File: src/rtl/core/icodir_pkg.sv
// Shared types and constants for the icon directory parser.
// No dependencies; imported by every module under rtl/core.
`timescale 1ns / 1ps

package icodir_pkg;

    localparam int unsigned MAX_ENTRIES = 256;
    localparam int unsigned HDR_BYTES   = 6;
    localparam int unsigned ENT_BYTES   = 16;

    localparam logic [15:0] TYPE_ICON   = 16'd1;
    localparam logic [15:0] TYPE_CURSOR = 16'd2;

    localparam logic [20:0] BONUS_ALPHA = 21'd1000000;
    localparam logic [20:0] BONUS_TRUE  = 21'd500000;
    localparam logic [20:0] BONUS_INDEX = 21'd100000;
    localparam logic [8:0]  DIM_FULL    = 9'd256;

    typedef enum logic [2:0] {
        ST_OK        = 3'd0,
        ST_TRUNCATED = 3'd1,
        ST_BAD_MAGIC = 3'd2,
        ST_COUNT     = 3'd3,
        ST_CORRUPT   = 3'd4
    } status_t;

    typedef enum logic [2:0] {
        PH_HEADER  = 3'b001,
        PH_ENTRIES = 3'b010,
        PH_DONE    = 3'b100
    } phase_t;

    typedef struct packed {
        logic [7:0] byte_value;
        logic       last_byte;
    } item_t;

    typedef struct packed {
        status_t     status;
        logic [7:0]  pick_index;
        logic [8:0]  sel_width;
        logic [8:0]  sel_height;
        logic [15:0] pix_depth;
        logic [8:0]  dir_count;
        logic [31:0] img_len;
        logic [31:0] entry_offset;
        logic        is_cursor;
        logic        indexed;
        logic        alpha_flag;
    } result_t;

endpackage

File: src/rtl/core/icodir_in_reg.sv
// Input register for byte transactions.
// Depends on icodir_pkg (item_t).
`timescale 1ns / 1ps

module icodir_in_reg
    import icodir_pkg::*;
(
    input  logic  aclk,
    input  logic  aresetn,
    input  logic  s_valid,
    output logic  s_ready,
    input  item_t s_item,
    input  logic  take,
    output logic  item_valid,
    output item_t item
);

    logic  valid_reg;
    item_t item_reg;

    assign s_ready    = !valid_reg || take;
    assign item_valid = valid_reg;
    assign item       = item_reg;

    always_ff @(posedge aclk) begin
        if (!aresetn) begin
            valid_reg <= 1'b0;
        end else if (s_valid && s_ready) begin
            valid_reg <= 1'b1;
        end else if (take) begin
            valid_reg <= 1'b0;
        end
    end

    always_ff @(posedge aclk) begin
        if (s_valid && s_ready) begin
            item_reg <= s_item;
        end
    end

endmodule

File: src/rtl/core/icodir_parser.sv
// Header/entry parser, entry scoring and best-entry tracking.
// Depends on icodir_pkg (types, status codes, score constants).
`timescale 1ns / 1ps

module icodir_parser
    import icodir_pkg::*;
(
    input  logic        aclk,
    input  logic        aresetn,
    input  logic        cfg_we,
    input  logic [31:0] cfg_data,
    input  logic        item_valid,
    input  item_t       item,
    input  logic        out_free,
    output logic        take,
    output logic        res_valid,
    output result_t     res
);

    phase_t      phase_reg,      phase_next;
    logic [3:0]  cnt_reg,        cnt_next;
    logic [7:0]  stage_reg [0:ENT_BYTES-2];
    logic        cursor_reg,     cursor_next;
    logic [8:0]  total_reg,      total_next;
    logic [8:0]  num_reg,        num_next;
    logic [20:0] best_score_reg, best_score_next;
    logic [7:0]  best_index_reg, best_index_next;
    logic [8:0]  best_w_reg,     best_w_next;
    logic [8:0]  best_h_reg,     best_h_next;
    logic [15:0] best_bpp_reg,   best_bpp_next;
    logic [31:0] best_bytes_reg, best_bytes_next;
    logic [31:0] best_off_reg,   best_off_next;
    logic [31:0] file_size_reg;

    // header fields; the count's top byte is the incoming one
    logic [15:0] hdr_rsv, hdr_type, hdr_count;
    // entry fields; the offset's top byte is the incoming one
    logic [8:0]  ent_w, ent_h;
    logic [15:0] ent_bc;
    logic [31:0] ent_bytes, ent_off;
    logic [32:0] ent_end;
    logic [17:0] ent_area;
    logic [20:0] ent_score;
    logic [8:0]  num_inc;

    logic        hdr_end, ent_end_byte, active;
    logic        emit;
    status_t     st;
    logic        ent_better;

    always_comb begin
        hdr_rsv   = {stage_reg[1], stage_reg[0]};
        hdr_type  = {stage_reg[3], stage_reg[2]};
        hdr_count = {item.byte_value, stage_reg[4]};

        ent_w     = (stage_reg[0] == 8'd0) ? DIM_FULL : {1'b0, stage_reg[0]};
        ent_h     = (stage_reg[1] == 8'd0) ? DIM_FULL : {1'b0, stage_reg[1]};
        ent_bc    = cursor_reg ? {stage_reg[5], stage_reg[4]}
                               : {stage_reg[7], stage_reg[6]};
        ent_bytes = {stage_reg[11], stage_reg[10], stage_reg[9], stage_reg[8]};
        ent_off   = {item.byte_value, stage_reg[14], stage_reg[13], stage_reg[12]};
        ent_end   = {1'b0, ent_off} + {1'b0, ent_bytes};
        ent_area  = {9'd0, ent_w} * {9'd0, ent_h};
        ent_score = {3'd0, ent_area};
        if (ent_bc >= 16'd32) begin
            ent_score = {3'd0, ent_area} + BONUS_ALPHA;
        end else if (ent_bc >= 16'd24) begin
            ent_score = {3'd0, ent_area} + BONUS_TRUE;
        end else if (ent_bc >= 16'd8) begin
            ent_score = {3'd0, ent_area} + BONUS_INDEX;
        end
        ent_better = ent_score > best_score_reg;
        num_inc    = num_reg + 9'd1;
    end

    always_comb begin
        active       = (phase_reg != PH_DONE);
        hdr_end      = (phase_reg == PH_HEADER)  && (cnt_reg == 4'(HDR_BYTES - 1));
        ent_end_byte = (phase_reg == PH_ENTRIES) && (cnt_reg == 4'(ENT_BYTES - 1));

        phase_next      = phase_reg;
        cnt_next        = cnt_reg;
        cursor_next     = cursor_reg;
        total_next      = total_reg;
        num_next        = num_reg;
        best_score_next = best_score_reg;
        best_index_next = best_index_reg;
        best_w_next     = best_w_reg;
        best_h_next     = best_h_reg;
        best_bpp_next   = best_bpp_reg;
        best_bytes_next = best_bytes_reg;
        best_off_next   = best_off_reg;
        emit            = 1'b0;
        st              = ST_OK;

        if (active) begin
            cnt_next = cnt_reg + 4'd1;
        end

        if (hdr_end) begin
            cnt_next = 4'd0;
            if (hdr_rsv != 16'd0 || !(hdr_type inside {TYPE_ICON, TYPE_CURSOR})) begin
                emit = 1'b1;
                st   = ST_BAD_MAGIC;
            end else if (hdr_count == 16'd0 || hdr_count > 16'(MAX_ENTRIES)) begin
                emit = 1'b1;
                st   = ST_COUNT;
            end else begin
                cursor_next = (hdr_type == TYPE_CURSOR);
                total_next  = hdr_count[8:0];
                num_next    = 9'd0;
                phase_next  = PH_ENTRIES;
            end
        end else if (ent_end_byte) begin
            cnt_next = 4'd0;
            if (stage_reg[3] != 8'd0) begin
                emit = 1'b1;
                st   = ST_CORRUPT;
            end else if (ent_end > {1'b0, file_size_reg}) begin
                emit = 1'b1;
                st   = ST_TRUNCATED;
            end else begin
                if (ent_better) begin
                    best_score_next = ent_score;
                    best_index_next = num_reg[7:0];
                    best_w_next     = ent_w;
                    best_h_next     = ent_h;
                    best_bpp_next   = ent_bc;
                    best_bytes_next = ent_bytes;
                    best_off_next   = ent_off;
                end
                num_next = num_inc;
                if (num_inc >= total_reg) begin
                    emit = 1'b1;
                    st   = ST_OK;
                end
            end
        end

        // file ended before a verdict
        if (!emit && item.last_byte && active) begin
            emit = 1'b1;
            st   = ST_TRUNCATED;
        end

        if (emit) begin
            phase_next = PH_DONE;
        end
        if (item.last_byte) begin
            phase_next      = PH_HEADER;
            cnt_next        = 4'd0;
            cursor_next     = 1'b0;
            total_next      = 9'd0;
            num_next        = 9'd0;
            best_score_next = 21'd0;
        end
    end

    assign take      = item_valid && (out_free || !emit);
    assign res_valid = take && emit;

    always_comb begin
        res        = '0;
        res.status = st;
        if (st == ST_OK) begin
            res.pick_index   = best_index_next;
            res.sel_width    = best_w_next;
            res.sel_height   = best_h_next;
            res.pix_depth    = best_bpp_next;
            res.dir_count    = total_reg;
            res.img_len      = best_bytes_next;
            res.entry_offset = best_off_next;
            res.is_cursor    = cursor_reg;
            res.indexed      = (best_bpp_next <= 16'd8);
            res.alpha_flag   = (best_bpp_next >= 16'd32);
        end
    end

    always_ff @(posedge aclk) begin
        if (!aresetn) begin
            phase_reg      <= PH_HEADER;
            cnt_reg        <= 4'd0;
            cursor_reg     <= 1'b0;
            total_reg      <= 9'd0;
            num_reg        <= 9'd0;
            best_score_reg <= 21'd0;
            file_size_reg  <= 32'd0;
        end else begin
            if (cfg_we) begin
                file_size_reg <= cfg_data;
            end
            if (take) begin
                phase_reg      <= phase_next;
                cnt_reg        <= cnt_next;
                cursor_reg     <= cursor_next;
                total_reg      <= total_next;
                num_reg        <= num_next;
                best_score_reg <= best_score_next;
            end
        end
    end

    // best-entry payload: first entry of every file overwrites it
    always_ff @(posedge aclk) begin
        if (take) begin
            best_index_reg <= best_index_next;
            best_w_reg     <= best_w_next;
            best_h_reg     <= best_h_next;
            best_bpp_reg   <= best_bpp_next;
            best_bytes_reg <= best_bytes_next;
            best_off_reg   <= best_off_next;
            if (active && cnt_reg != 4'(ENT_BYTES - 1)) begin
                stage_reg[cnt_reg] <= item.byte_value;
            end
        end
    end

    a_res_needs_take: assert property (@(posedge aclk) disable iff (!aresetn)
        res_valid |-> take && item_valid)
        else $error("result raised without an accepted byte");

    a_err_zero_fields: assert property (@(posedge aclk) disable iff (!aresetn)
        res_valid && res.status != ST_OK |->
            res.dir_count == 9'd0 && res.sel_width == 9'd0 && res.img_len == 32'd0)
        else $error("error result carries entry fields");

    a_ok_has_entry: assert property (@(posedge aclk) disable iff (!aresetn)
        res_valid && res.status == ST_OK |->
            res.sel_width != 9'd0 && res.sel_height != 9'd0 && res.dir_count != 9'd0)
        else $error("ok result without a selected entry");

    a_last_restarts: assert property (@(posedge aclk) disable iff (!aresetn)
        take && item.last_byte |=>
            phase_reg == PH_HEADER && cnt_reg == 4'd0 && best_score_reg == 21'd0)
        else $error("parser not back at header after last byte");

    a_header_count: assert property (@(posedge aclk) disable iff (!aresetn)
        phase_reg == PH_HEADER |-> cnt_reg < 4'(HDR_BYTES))
        else $error("header byte counter overran");

endmodule

File: src/rtl/core/icodir_out_reg.sv
// Result register between the parser and the result channel.
// Depends on icodir_pkg (result_t).
`timescale 1ns / 1ps

module icodir_out_reg
    import icodir_pkg::*;
(
    input  logic    aclk,
    input  logic    aresetn,
    input  logic    load,
    input  result_t res,
    output logic    out_free,
    output logic    m_valid,
    input  logic    m_ready,
    output result_t m_res
);

    logic    valid_reg;
    result_t res_reg;

    assign out_free = !valid_reg || m_ready;
    assign m_valid  = valid_reg;
    assign m_res    = res_reg;

    always_ff @(posedge aclk) begin
        if (!aresetn) begin
            valid_reg <= 1'b0;
        end else if (load) begin
            valid_reg <= 1'b1;
        end else if (m_ready) begin
            valid_reg <= 1'b0;
        end
    end

    always_ff @(posedge aclk) begin
        if (load) begin
            res_reg <= res;
        end
    end

endmodule

File: src/rtl/core/icon_directory_parse_select.sv
// Top level of the icon/cursor directory parser and entry selector.
// Depends on icodir_pkg, icodir_in_reg, icodir_parser, icodir_out_reg.
`timescale 1ns / 1ps
//
//  channel | dir | handshake           | payload
//  --------+-----+---------------------+-----------------------------------------
//  s_      | in  | s_valid / s_ready   | s_byte_value[7:0], s_last_byte
//  m_      | out | m_valid / m_ready   | m_status .. m_alpha_flag (one per file)
//  cfg_    | in  | cfg_valid/cfg_ready | cfg_data[31:0] = file size
//
//  One byte transaction per cycle sustained unless a result stalls; a byte is held
//  in the input register; its result (if any) loads the output register when taken.
//  The entry verdict (9x9 area multiply, bonus add, score and bound compares) sits
//  in the single parser stage, which sets the clock period.
//  Reset (aresetn low, synchronous) empties both registers, clears file size to 0
//  and returns the parser to the header.
//  A stalled result transaction holds only bytes that would raise another result;
//  other bytes keep flowing. cfg_ready is always high.

module icon_directory_parse_select
    import icodir_pkg::*;
(
    input  logic        aclk,
    input  logic        aresetn,

    input  logic        cfg_valid,
    output logic        cfg_ready,
    input  logic [31:0] cfg_data,

    input  logic        s_valid,
    output logic        s_ready,
    input  logic [7:0]  s_byte_value,
    input  logic        s_last_byte,

    output logic        m_valid,
    input  logic        m_ready,
    output logic [2:0]  m_status,
    output logic [7:0]  m_pick_index,
    output logic [8:0]  m_sel_width,
    output logic [8:0]  m_sel_height,
    output logic [15:0] m_pix_depth,
    output logic [8:0]  m_dir_count,
    output logic [31:0] m_img_len,
    output logic [31:0] m_entry_offset,
    output logic        m_is_cursor,
    output logic        m_indexed,
    output logic        m_alpha_flag
);

    item_t   s_item;
    item_t   item;
    logic    item_valid;
    logic    take;
    logic    out_free;
    logic    res_valid;
    result_t res;
    result_t m_res;

    assign cfg_ready         = 1'b1;
    assign s_item.byte_value = s_byte_value;
    assign s_item.last_byte  = s_last_byte;

    // input register: holds the byte the parser works on; s_ready depends on the parser's take
    icodir_in_reg u_in (
        .aclk       (aclk),
        .aresetn    (aresetn),
        .s_valid    (s_valid),
        .s_ready    (s_ready),
        .s_item     (s_item),
        .take       (take),
        .item_valid (item_valid),
        .item       (item)
    );

    // header and entry parsing, scoring, best-entry tracking
    icodir_parser u_parser (
        .aclk       (aclk),
        .aresetn    (aresetn),
        .cfg_we     (cfg_valid && cfg_ready),
        .cfg_data   (cfg_data),
        .item_valid (item_valid),
        .item       (item),
        .out_free   (out_free),
        .take       (take),
        .res_valid  (res_valid),
        .res        (res)
    );

    // result register feeding the m_ channel
    icodir_out_reg u_out (
        .aclk     (aclk),
        .aresetn  (aresetn),
        .load     (res_valid),
        .res      (res),
        .out_free (out_free),
        .m_valid  (m_valid),
        .m_ready  (m_ready),
        .m_res    (m_res)
    );

    assign m_status       = m_res.status;
    assign m_pick_index   = m_res.pick_index;
    assign m_sel_width    = m_res.sel_width;
    assign m_sel_height   = m_res.sel_height;
    assign m_pix_depth    = m_res.pix_depth;
    assign m_dir_count    = m_res.dir_count;
    assign m_img_len      = m_res.img_len;
    assign m_entry_offset = m_res.entry_offset;
    assign m_is_cursor    = m_res.is_cursor;
    assign m_indexed      = m_res.indexed;
    assign m_alpha_flag   = m_res.alpha_flag;

endmodule

File: config.mk
export PLATFORM = sky130hd
export DESIGN_NAME = icon_directory_parse_select
export DESIGN_NICKNAME = d
export VERILOG_FILES = /design/src/rtl/core/icodir_pkg.sv /design/src/rtl/core/icodir_in_reg.sv /design/src/rtl/core/icodir_parser.sv /design/src/rtl/core/icodir_out_reg.sv /design/src/rtl/core/icon_directory_parse_select.sv
export SDC_FILE = /design/constraint.sdc
export NUM_CORES = 1
export LEC_CHECK = 0
export BUFFER_PORTS_ARGS = -buffer_cell sky130_fd_sc_hd__buf_2
export CAP_MARGIN = 20
export CORE_ASPECT_RATIO = 0.75
export CORE_MARGIN = 5
export CORE_UTILIZATION = 24
export DETAILED_ROUTE_END_ITERATION = 10
export GPL_TIMING_DRIVEN = 0
export SLEW_MARGIN = 20
export SYNTH_ARGS = -nofsm -noshare
export SYNTH_HDL_FRONTEND = slang
export SYNTH_SLANG_ARGS = --single-unit
File: constraint.sdc
create_clock -name aclk -period 15.1 [get_ports aclk]
set_input_delay 2.265 -clock aclk [delete_from_list [all_inputs] [get_ports aclk]]
set_output_delay 2.265 -clock aclk [all_outputs]
set_load 0.01 [all_outputs]
==> out/summary.md, run 1 <==
The run finished with clean final reports. For flop-to-flop paths, the worst setup slack is 5220 ps. The run gives 15100 as the via count of the first global-routing pass. The die covers 103000 um2. For the maximum operating frequency, the log shows 101 MHz. The sequential fraction of design power was 0.408. The final wirelength is 65200 um, and the pin slew with the least headroom to its limit is 1170 ps. Pin placement for this block handled 170 I/O pins. The relative max-transition margin came out at 0.218.

Number of synthesized flops with an enable pin: 356. In this run the number of H-tree levels came out at 2. The number of nets handed over by synthesis was 2172. The shortest clock period the worst path allows after layout was 9880 ps; the number of cells on the worst hold path was 2. The post-synthesis area per instance was 12.0 um2; the iteration-0 DRC count of the detailed router was 1501.

The synthesized design spends more area on one cell type than any other, namely sky130_fd_sc_hd__edfxtp_1. The synthesized netlist contains 78 unique library cells. Ranked by instance count, the synthesized netlist is headed by sky130_fd_sc_hd__edfxtp_1 (356), sky130_fd_sc_hd__inv_1 (163), sky130_fd_sc_hd__ha_1 (140), sky130_fd_sc_hd__nor2b_1 (124), sky130_fd_sc_hd__nor2_1 (120).

The most instantiated flip-flop cell in the synthesis netlist is sky130_fd_sc_hd__edfxtp_1. In this run the cell area of the synthesized design comes to 23100 um2. In this run the most critical hold path is launched from u_parser.best_score_reg[18]. Clock slew seen by the registers of the worst setup and hold paths: 70 ps. For the worst flop-to-flop path, the logic depth is 33. The number of filler cells placed in the layout is 9784.

TritonCTS built the clock tree. The layout cell share with drive strength beyond 1 works out to 0.178. The worst hold path terminates at u_parser.best_score_reg[18].

In this run the remaining antenna-violating nets after routing total 0. In this run the standard cell core region covers 95500 um2. The run gives 0 as the number of hold-slack violations in the final timing report. Sum of met2 wire segment lengths after detailed routing: 27000 um.

The share of the clock period used by the worst path was 0.654; the initial cell density of the core was 0.242. The portion of the post-synthesis area used by sequential elements is 0.532. Utilization after layout: 0.288.

The internal power of the cells totals 2.34 mW. Summed over all layers, the global routing overflow is 0. The worst-path cell with the longest stage delay was sky130_fd_sc_hd__xnor2_1.

For this run, the slowest stage of the critical path takes 650 ps. Summed over all nets, the half-perimeter wirelength after detailed placement is 48800 um. For the worst setup path, the data arrival time is 10180 ps. The cell sitting at the root of the clock tree is a sky130_fd_sc_hd__clkbuf_16. The cell count after synthesis came out at 1935.

The logs give 0.859 for the global placer's final weighted congestion and 0.0795 mV for the maximum resistive drop on vdd. Final hold analysis gives a worst-case slack of 461 ps. The number of nets in the layout is 2396, and the number of buffers inserted for hold repair after clock tree synthesis is 0. The horizontal extent of the die was 368 um; the setup slack after placement was 5280 ps.

After clock tree synthesis, the setup repair step added 0 buffers. Summing all placed instances gives a cell area of 25800 um2. The worst hold path class was flip-flop to flip-flop.

The worst flop-to-flop path startpoint is u_parser.stage_reg[1][0]. The worst path setup slack after routing came out at 5220 ps. The portion of total power attributed to combinational logic is 0.211, and the post-CTS resize count is 0. After detailed routing, the number of remaining DRC violations is 0.

The number of clock buffers inserted by TritonCTS was 45; the initial antenna violation count was 4. The cell area power density is 120 nW/um2, and the clock sink total is 437. With fillers left out, the area of the finished cells amounts to 27500 um2. Number of max-slew violations in the final report: 0.

The synthesized design contains 437 register bits. Measured along the y axis, the die boundary spans 279 um. Sorting the synthesized cells by area gives the leading types as sky130_fd_sc_hd__edfxtp_1 (46%), sky130_fd_sc_hd__ha_1 (7.6%), sky130_fd_sc_hd__dfxtp_1 (7.0%), sky130_fd_sc_hd__fa_1 (4.4%), sky130_fd_sc_hd__mux2_2 (4.4%). The logs give 3.30 mW for the post-route total power and 15800 for the total via count after detailed routing. The first global-routing pass estimated 95900 um of wire.

The clock network power share was 0.381. The type of the worst setup path is flip-flop to flip-flop. The worst register-to-register path ends at u_out.m_res[91]. Total of warnings raised by yosys: 0.

The post-route met1 wirelength is 32200 um, and the via density per instance is 4.57. The logs give 3 for the maximum count of clock buffers along a single path and 9.73 nW for the leakage power. In the post-synthesis netlist, the cell with the most instances is sky130_fd_sc_hd__edfxtp_1. STA classifies the critical path startpoint as a flip-flop.

STA classifies the critical path endpoint as a flip-flop. The largest fanout on the critical path was 10. On the final layout, the worst clock skew is 32.1 ps.

The register with the most flip-flops in the layout has 121 of them. The total met3 wirelength after detailed routing is 5010 um. Entering global routing, the biggest net connects 66 pins. Dividing the detail-routed wire length by the instance count gives 18.9 um. Compared with the post-synthesis result, the final layout area differs by 18.8%. The net switching share of the total power was 0.292.

Setup repair after global routing left no endpoint under its margin. For the worst setup path, the data required time is 15400 ps. Across the run, the number of max-cap violations was 0. In this run the core area contains 98 standard-cell rows.

The run gives 0.122 as the global-route usage over all layers. For this run, the detailed router's first-pass iteration total came to 5. The quantity of I/O buffers inserted on ports works out to 166. The top layer used by detailed routing is met4.

Summed over all nets, the switching power comes to 0.963 mW. The count of endpoints failing setup in the final report is 0, and the fraction of synthesized cell area taken by the top area cell type is 0.462. Proportion of synthesized flip-flops having asynchronous set or reset: 0. The clock reaches the later pin of the worst-skew pair after 610 ps.
==> power groups by stage <==
stage | registers, mW | logic [mW] | clock network, mW
2_1_floorplan | 1.38 | 0.487 | 0
3_3_place_gp | 1.39 | 0.667 | 0
3_5_place_dp | 1.37 | 0.686 | 0
6_report | 1.35 | 0.697 | 1.26
4_1_cts | 1.35 | 0.692 | 1.29
5_1_grt | 1.35 | 0.784 | 1.34
==> critical path, delay by kind of cell (launching register included) <==
kind                       cells  cell delay [ps]
AOI/OAI and AO/OA             10             2180
adders and majority gates      6             2930
xor gates and xnor gates       2              840
and+or+nand+nor                8             1800
buffers and inverters          7             1340
DFF                            1              480
==> metal layers <==
metal  vias to the layer above  GRT usage
li1                       7437          -
met1                      7763      0.189
met2                       500      0.174
met3                        63     0.0255
met4                         0     0.0252
met5                         -          0
==> how the worst max path moves through the flow <==
stage / from / to / slack [ps] / depth (start not counted)
2_1_floorplan: u_parser.stage_reg[12][0] / u_out.m_res[0] / 3810 / 20
3_3_place_gp: u_parser.stage_reg[8][0] / u_out.m_res[40] / -1740 / 20
3_5_place_dp: u_parser.stage_reg[1][0] / u_out.m_res[91] / 5280 / 33
4_1_cts: u_parser.stage_reg[1][0] / u_out.m_res[91] / 5250 / 33
5_1_grt: u_parser.stage_reg[1][0] / u_out.m_res[91] / 4640 / 33
6_report: u_parser.stage_reg[1][0] / u_out.m_res[91] / 5220 / 33
==> layout make-up <==
type	instances	area, um2	share of cell area
Sequential cell	437	12300	0.448
Multi-Input combinational cell	1255	9860	0.359
Tap cell	1250	1560	0.0569
Clock buffer	59	1260	0.0459
Timing Repair Buffer	177	1100	0.0399
Inverter	163	612	0.0223
Clock inverter	25	397	0.0144
Buffer	80	360	0.0131
Antenna cell	1	2.50	0.0000911
==> through the flow <==
stage	setup TNS [ps]	std cells
2_1_floorplan	0	1935
3_3_place_gp	-208740	3351
3_5_place_dp	0	3362
4_1_cts	0	3446
5_1_grt	0	3446
6_report	0	3447
==> kinds of logic (layout without fill, tap and decap cells) <==
group	after synthesis	in the layout	share of synthesized area
other	1	2	0.000162
XOR/XNOR	63	63	0.0239
flip-flops	437	437	0.532
AND/OR/NAND/NOR	539	539	0.125
buffers and inverters	243	504	0.0417
multiplexers	140	140	0.0655
adder cells (fa/ha/maj)	191	191	0.120
AO/OA/AOI/OAI	321	321	0.0914
==> cells in the final DEF (no fill, tap or decap), types with 12 or more instances in the layout <==
cell                        count
sky130_fd_sc_hd__edfxtp_1     356
sky130_fd_sc_hd__ha_1         140
sky130_fd_sc_hd__buf_2        181
sky130_fd_sc_hd__fa_1          51
sky130_fd_sc_hd__xnor2_1       37
sky130_fd_sc_hd__nand2_1       82
sky130_fd_sc_hd__a21o_1        21
sky130_fd_sc_hd__o211ai_1      12
sky130_fd_sc_hd__nor2_1       120
sky130_fd_sc_hd__mux2_2        90
sky130_fd_sc_hd__nor3_1        16
sky130_fd_sc_hd__a32o_1        15
sky130_fd_sc_hd__dfxtp_1       81
sky130_fd_sc_hd__nor2b_1      124
sky130_fd_sc_hd__clkbuf_1      53
sky130_fd_sc_hd__nor4_1        16
sky130_fd_sc_hd__nand3_1       27
sky130_fd_sc_hd__and2_1        63
sky130_fd_sc_hd__o21ai_0       60
sky130_fd_sc_hd__a32oi_1       13
sky130_fd_sc_hd__and3_1        15
sky130_fd_sc_hd__mux2i_1       50
sky130_fd_sc_hd__clkbuf_16     46
sky130_fd_sc_hd__nand4_1       23
sky130_fd_sc_hd__a21oi_1      104
sky130_fd_sc_hd__or4_1         12
sky130_fd_sc_hd__xor2_1        26
sky130_fd_sc_hd__inv_1        163
No activity file was read; power rests on OpenSTA's default activity.
==> run 2: changes to the inputs <==
- ABC_AREA: default -> 1
- clock period: 15.1 -> 9.5 ns (I/O delays scaled with it)
==> out/summary.md, run 2 <==
The critical path starts at u_parser.stage_reg[1][2]. The utilization after layout came out at 0.285 (-0.00229). The tools report the leakage power as 12.5 nW (+28%). The dominant cell by count in the synthesized netlist was sky130_fd_sc_hd__nand2_1. The synthesized netlist net count came out at 2880 (+33%). Sorting the synthesized cells by area gives the leading types as sky130_fd_sc_hd__edfxtp_1 (44%), sky130_fd_sc_hd__nand2_1 (7.3%), sky130_fd_sc_hd__ha_1 (7.2%), sky130_fd_sc_hd__inv_1 (7.2%), sky130_fd_sc_hd__dfxtp_1 (6.7%). The tools report the worst path setup slack after routing as 642 ps (-4580 ps).

The logs give 107000 um (+12%) for the global-route wire length before repair and 5330 um (+6.4%) for the total met3 wirelength after detailed routing. The clock insertion delay at the later pin of the skew report was 620 ps (about the same); the residual DRC count was 0 (unchanged). Kind of capture point of the worst setup path: a flip-flop. For the number of buffers inserted for hold repair after clock tree synthesis, the log shows 0 (unchanged). The pin slew with the least headroom to its limit works out to 1070 ps (-101 ps). The worst hold margin is 462 ps (+0.789 ps). Worst reg2reg path endpoint: u_out.m_res[22].

The largest fanout on the critical path is 10 (unchanged). The most critical setup path has its endpoint at u_out.m_res[22]. The critical path required time was 9850 ps (-5550 ps); the horizontal extent of the die was 378 um (+2.5%). The fraction of synthesized cell area taken by the top area cell type works out to 0.439 (-0.0231). The maximum resistive drop on vdd came out at 0.112 mV (+40%).

The number of clock buffers inserted by TritonCTS was 47 (+4.4%); the cell total after placement was 4163 (+24%). The number of synthesized flops with an enable pin came out at 356 (unchanged). Of all cell types, the one taking the most synthesized area is sky130_fd_sc_hd__edfxtp_1.

The final setup TNS is 0 ps (unchanged). Setup repair after global routing left no endpoint under its margin. The number of cell rows came out at 101 (+3.1%). The tools report the register-to-register setup slack as 640 ps (-4580 ps). Worst-path cell with the longest stage delay: sky130_fd_sc_hd__fa_1. The setup slack after placement came out at 506 ps (-4770 ps).

Clock slew seen by the registers of the worst setup and hold paths: 70 ps (about the same). STA classifies the critical path startpoint as a flip-flop. The initial cell density of the core is 0.241 (-0.00103). Signal routing reaches up to met5. The sum of met2 wire segment lengths after detailed routing came out at 29300 um (+8.6%).

The worst hold path belongs to the class flip-flop to flip-flop. The iteration count of the initial detailed-routing pass was 5 (unchanged); the data arrival time of the critical path was 9210 ps (-970 ps). For this run, the leading register cell type out of synthesis is sky130_fd_sc_hd__edfxtp_1. The tools report the area of the die as 108000 um2 (+5.1%). The flip-flop count of the largest register after layout is 121 (unchanged).

The share of the clock period used by the worst path came out at 0.932 (+0.278). The cell that appears most often on the critical path is sky130_fd_sc_hd__nand2_1. The I/O pin count was 170 (unchanged); the worst reg2reg path depth was 42 (+27%).

The run gives 2643 (+37%) as the synthesized instance count. For the H-tree depth, the log shows 2 (unchanged). For the relative max-transition margin, the log shows 0.280 (+0.0620).

For the post-detailed-placement half-perimeter wirelength, the log shows 53800 um (+10%). The number of antenna-violating nets in the routed design is 0 (unchanged), and the largest incremental delay on the critical path is 540 ps (-110 ps). The cell area power density is 179 nW/um2 (+48%).

The flip-flop and latch count after synthesis is 437 (unchanged). In this run the critical register-to-register path is launched from u_parser.stage_reg[1][2]. Sum of overflow across all layers after global routing: 0 (unchanged).

The via density per instance was 4.36 (-4.7%); the maximum operating frequency was 113 MHz (+12%). The area of the placeable core was 101000 um2 (+5.7%). Post-CTS resize count: 0 (unchanged). Ranked by instance count, the synthesized netlist is headed by sky130_fd_sc_hd__nand2_1 (472), sky130_fd_sc_hd__inv_1 (466), sky130_fd_sc_hd__edfxtp_1 (356), sky130_fd_sc_hd__nor2_1 (260), sky130_fd_sc_hd__o21ai_0 (157).

Type of the worst setup path: flip-flop to flip-flop. The largest net degree at the start of global routing is 78 (+18%), and the clock sink total is 437 (unchanged). The average detailed-routed wire length per instance was 16.9 um (-11%); the number of max-cap violations was 0 (unchanged).

The tools report the area of the mapped netlist as 24300 um2 (+5.3%). The die extent in y came out at 286 um (+2.5%). Iteration-0 DRC count of the detailed router: 1655 (+10%). Final wirelength: 71700 um (+10%). The run gives 0.873 (+1.6%) as the global placer's final weighted congestion.

The tools report the number of max-slew violations in the final report as 0 (unchanged). Shortest clock period the worst path allows after layout: 8860 ps (-1020 ps). For the total via count after detailed routing, the log shows 18500 (+18%).

Post-synthesis area per instance: 9.21 um2 (-23%). The quantity of I/O buffers inserted on ports came out at 168 (+1.2%). For the total of warnings raised by yosys, the log shows 0 (unchanged). The flow ran to the end, and the final reports show no timing, DRC or antenna violations. For the number of non-filler instances in the completed layout, the log shows 4253 (+23%). The buffers inserted during post-CTS setup optimization was 0 (unchanged).

The initial antenna violation count came out at 4 (unchanged). The library cell used most frequently in the layout, excluding fill and tap cells, is sky130_fd_sc_hd__nand2_1. The run gives 0.130 (+0.00774) as the global-route usage over all layers. The logs give 0 (unchanged) for the count of endpoints failing setup in the final report and 3111 (+30%) for the number of nets in the layout. For the maximum count of clock buffers along a single path, the log shows 3 (unchanged). The layout cell share with drive strength beyond 1 was 0.158 (-0.0205); the area of all placed cells without fillers was 28800 um2 (+4.9%).

The number of distinct standard cells referenced by the synthesized netlist was 54 (-31%). TritonCTS built the clock tree. The logs give 5.14 mW (+56%) for the post-route total power and 27100 um2 (+5.2%) for the cell area after placement.

The proportion of synthesized flip-flops having asynchronous set or reset was 0 (unchanged). For the via count of the first global-routing pass, the log shows 17700 (+17%). The library cells used most frequently in the layout, excluding fill and tap cells, are sky130_fd_sc_hd__nand2_1 (472), sky130_fd_sc_hd__inv_1 (465), sky130_fd_sc_hd__edfxtp_1 (356). From synthesis to final layout, the design area changed by 18.3%. For the post-route clock skew, the log shows 42.9 ps (+10.7 ps). The logs give 0.506 (-0.0266) for the portion of the post-synthesis area used by sequential elements and 0 (unchanged) for the number of hold-slack violations in the final timing report. The clock root buffer master is sky130_fd_sc_hd__clkbuf_16. Post-route met1 wirelength: 35400 um (+10%).
[run 2: logic make-up after synthesis]
group	count (synthesis)	share of synthesized area
xor+xnor	40	0.0144
compound gates	382	0.0873
other cells	1	0.000154
flops	437	0.506
buf+inv	567	0.0924
fa+ha+maj	191	0.114
simple gates	1025	0.186
[run 2: critical path, delay by kind of cell (launching register included)]
family	cells	cell delay (ps)
AND/OR/NAND/NOR	23	3320
adder cells (fa/ha/maj)	6	2690
buffers and inverters	10	1500
AO/OA/AOI/OAI	3	690
flip-flops	1	360
[run 2: worst min path at each step]
stage | startpoint | to | slack, ps | cells past startpoint
after floorplan | u_parser.best_score_reg[13] | u_parser.best_score_reg[13] | 440 | 2
after global placement | u_parser.best_score_reg[18] | u_parser.best_score_reg[18] | 450 | 2
after detailed placement | u_parser.best_score_reg[12] | u_parser.best_score_reg[12] | 450 | 2
after CTS | u_parser.best_score_reg[12] | u_parser.best_score_reg[12] | 460 | 2
after global routing | u_parser.best_score_reg[18] | u_parser.best_score_reg[18] | 480 | 2
final | u_parser.best_score_reg[12] | u_parser.best_score_reg[12] | 460 | 2
[run 2: area by class of cell]
type	count	area (um2)
flip-flops and latches	437	12300
fillers	10600	72200
plain buffers	91	465
repair buffers	182	1070
clock buffers	65	1350
diodes	1	2.50
well taps	1339	1680
multi-input cells	1639	9850
inverters	476	1800
clock inverters	23	288
[run 2: layer usage]
| layer | vias up | global-route usage |
|---|---|---|
| li1 | 9096 | - |
| met1 | 8777 | 0.197 |
| met2 | 569 | 0.189 |
| met3 | 91 | 0.0247 |
| met4 | 4 | 0.0311 |
| met5 | - | 0 |
[run 2: report_power, final]
part | leakage [nW] | internal [mW] | total (mW) | switching [mW]
sequential | 3.95 | 2.13 | 2.16 | 0.0279
clock | 0.788 | 1.14 | 1.97 | 0.830
combinational | 7.74 | 0.337 | 1.01 | 0.673
total | 12.5 | 3.61 | 5.14 | 1.53
==> run 3: changes to the inputs <==
- CELL_PAD_IN_SITES_DETAIL_PLACEMENT: default -> 1
- CELL_PAD_IN_SITES_GLOBAL_PLACEMENT: default -> 1
- PLACE_DENSITY_LB_ADDON: default -> 0.1
- clock period: 9.5 -> 10.1 ns (I/O delays scaled with it)
==> out/summary.md, run 3 (synthesis gave the netlist of run 2 again) <==
The largest incremental delay on the critical path is 590 ps (+50 ps), and the residual DRC count is 0 (unchanged). The type of the worst setup path is flip-flop to flip-flop. The layout overhead on the synthesized area is 18.3% (about the same). The number of filler cells placed in the layout came out at 11700 (+10%).

The tools report the area of the die as 108000 um2 (unchanged). Worst path setup slack after routing: 886 ps (+245 ps). Counting stages on the worst path, the most repeated cell is sky130_fd_sc_hd__nand2_1.

The number of hold-slack violations in the final timing report came out at 0 (unchanged). TritonCTS built the clock tree. The tools report the leakage power as 12.5 nW (about the same). The kind of capture point of the worst setup path is a flip-flop.

The setup slack after placement is 589 ps (+83.0 ps), and the worst reg2reg path depth is 42 (unchanged). Via count of the first global-routing pass: 19700 (+11%). Count of endpoints failing setup in the final report: 0 (unchanged). Setup repair after global routing left no endpoint under its margin. The total via count after detailed routing is 18600 (+0.070%), and the largest net degree at the start of global routing is 86 (+10%).

The logs give 0 (unchanged) for the number of antenna-violating nets in the routed design and 890 ps (+240 ps) for the register-to-register setup slack. In this run the critical register-to-register path is launched from u_parser.stage_reg[1][7]. The die extent in y was 286 um (unchanged); the quantity of I/O buffers inserted on ports was 168 (unchanged). The post-detailed-placement half-perimeter wirelength was 63300 um (+18%); the number of max-slew violations in the final report was 0 (unchanged). The iteration count of the initial detailed-routing pass was 5 (unchanged); the horizontal extent of the die was 378 um (unchanged). The via density per instance was 4.36 (about the same). The flow ran to the end, and the final reports show no timing, DRC or antenna violations. The largest fanout on the critical path was 10 (unchanged). Flip-flop count of the largest register after layout: 121 (unchanged). The data arrival time of the critical path was 9530 ps (+320 ps).

For this design, the slowest cell found on the critical path is sky130_fd_sc_hd__o21ai_0. The logs give 0 ps (unchanged) for the final setup TNS and 0.150 (+0.0205) for the global-route usage over all layers. The number of cells on the worst hold path came out at 2 (unchanged). The number of clock buffers inserted by TritonCTS came out at 51 (+8.5%). Leaving out fill and tap cells, the most frequent cell in the layout is sky130_fd_sc_hd__nand2_1. The sum of overflow across all layers after global routing was 0 (unchanged). The clock insertion delay at the later pin of the skew report is 630 ps (about the same), and the pin slew with the least headroom to its limit is 1070 ps (+3.15 ps). The tightest min-delay check is of the flip-flop to flip-flop type. The number of antenna repair diodes was 0 (-1). The tools report the number of nets in the layout as 3116 (+0.16%). The logs give 124000 um (+15%) for the global-route wire length before repair and 0.830 (-4.9%) for the global placer's final weighted congestion. The initial cell density of the core is 0.241 (unchanged).

The root buffer cell chosen for the clock tree is sky130_fd_sc_hd__clkbuf_16. The worst setup path is launched from a flip-flop. In this run the most critical hold path is launched from u_parser.best_score_reg[15].

The tools report the number of cell rows as 101 (unchanged). The run gives 461 ps (-1.14 ps) as the worst hold margin. The logs give 81800 um (+14%) for the final wirelength and 3 (unchanged) for the maximum count of clock buffers along a single path. For the I/O pin count, the log shows 170 (unchanged).

The share of the clock period used by the worst path came out at 0.912 (-0.0202). In this run the critical register-to-register path is captured at u_out.m_res[101]. The run gives 109 MHz (-3.9%) as the maximum operating frequency. The clock sink total was 437 (unchanged).

The number of max-cap violations was 0 (unchanged); the cell area power density was 170 nW/um2 (-4.9%). The layout cell share with drive strength beyond 1 is 0.158 (+0.000415). The critical path required time is 10410 ps (+560 ps), and the maximum resistive drop on vdd is 0.114 mV (+2.1%). The library cells used most frequently in the layout, excluding fill and tap cells, are sky130_fd_sc_hd__nand2_1 (472), sky130_fd_sc_hd__inv_1 (465), sky130_fd_sc_hd__edfxtp_1 (356). The average detailed-routed wire length per instance came out at 19.2 um (+14%).

Clock slew seen by the registers of the worst setup and hold paths: 60 ps (about the same). Iteration-0 DRC count of the detailed router: 955 (-42%). The run gives 2 (unchanged) as the H-tree depth. The initial antenna violation count came out at 6 (+2). The relative max-transition margin was 0.284 (+0.00339). Post-route total power: 4.89 mW (-4.9%). The tools report the post-route clock skew as 49.8 ps (+6.96 ps). The path with the worst hold slack has its endpoint at u_parser.best_score_reg[15]. The shortest clock period the worst path allows after layout was 9210 ps (+355 ps); the area of the placeable core was 101000 um2 (unchanged).
run 3: cell count changes in the layout (fill, tap and decap cells not counted), moves of 2 or more:
cell / delta
sky130_fd_sc_hd__buf_4: +2
sky130_fd_sc_hd__buf_8: -2
sky130_fd_sc_hd__clkbuf_1: -3
sky130_fd_sc_hd__clkbuf_8: -4
sky130_fd_sc_hd__clkinv_1: +6
sky130_fd_sc_hd__clkinv_2: +7
sky130_fd_sc_hd__clkinv_4: -2
sky130_fd_sc_hd__inv_6: -2
run 3: worst max-delay path, delay by kind of cell, from the launching register on:
kind,cells,cell delay [ps]
adders and majority gates,6,2780
AOI/OAI and AO/OA,1,590
and+or+nand+nor,26,3680
DFF,1,360
buffers and inverters,9,1490
run 3: worst max-delay path by stage:
stage | slack [ps] | depth (start not counted) | from | to
after floorplan | 3130 | 46 | u_parser.stage_reg[1][7] | u_out.m_res[0]
after global placement | 160 | 27 | u_parser.stage_reg[8][2] | u_out.m_res[102]
after detailed placement | 590 | 42 | u_parser.stage_reg[1][7] | u_out.m_res[3]
after CTS | 610 | 42 | u_parser.stage_reg[1][7] | u_out.m_res[3]
after global routing | 150 | 42 | u_parser.stage_reg[1][4] | u_out.m_res[117]
final | 890 | 42 | u_parser.stage_reg[1][7] | u_out.m_res[101]
run 3: per-layer routing:
metal	routed length (um)	up-vias	share of wire	GRT usage
li1	-	9097	-	-
met1	42600	9068	0.52	0.228
met2	34600	294	0.42	0.229
met3	3210	91	0.039	0.0205
met4	1330	0	0.016	0.0274
met5	0	-	0	0
run 3: per-stage QoR:
stage                     area, um2  utilization  std cells
final                         28800        0.285       4257
after global routing          28800        0.285       4257
after CTS                     28800        0.285       4256
after detailed placement      27100        0.269       4164
after global placement        26900        0.266       4150
after floorplan               24300            -       2643
run 3: layout make-up:
type	count	area (um2)	share of cell area
flip-flops and latches	437	12300	0.427
multi-input cells	1639	9850	0.342
inverters	476	1800	0.0625
well taps	1339	1680	0.0582
clock buffers	59	1310	0.0454
repair buffers	183	1060	0.0367
plain buffers	91	465	0.0162
clock inverters	33	337	0.0117
run 3: repair_timing:
| item | in CTS | in global routing |
|---|---|---|
| endpoints found under the hold margin | 0 | 0 |
| endpoints found under the setup margin | 0 | 1 |
| resized for setup | 0 | 1 |
| hold buffers | 0 | 0 |
| buffers inserted | 0 | 0 |
run 3: power by group:
group | leakage [nW] | internal, mW | total [mW] | switching (mW)
sequential | 3.95 | 2.01 | 2.04 | 0.0293
combinational | 7.75 | 0.320 | 0.995 | 0.675
clock | 0.793 | 1.06 | 1.86 | 0.800
total | 12.5 | 3.38 | 4.89 | 1.50
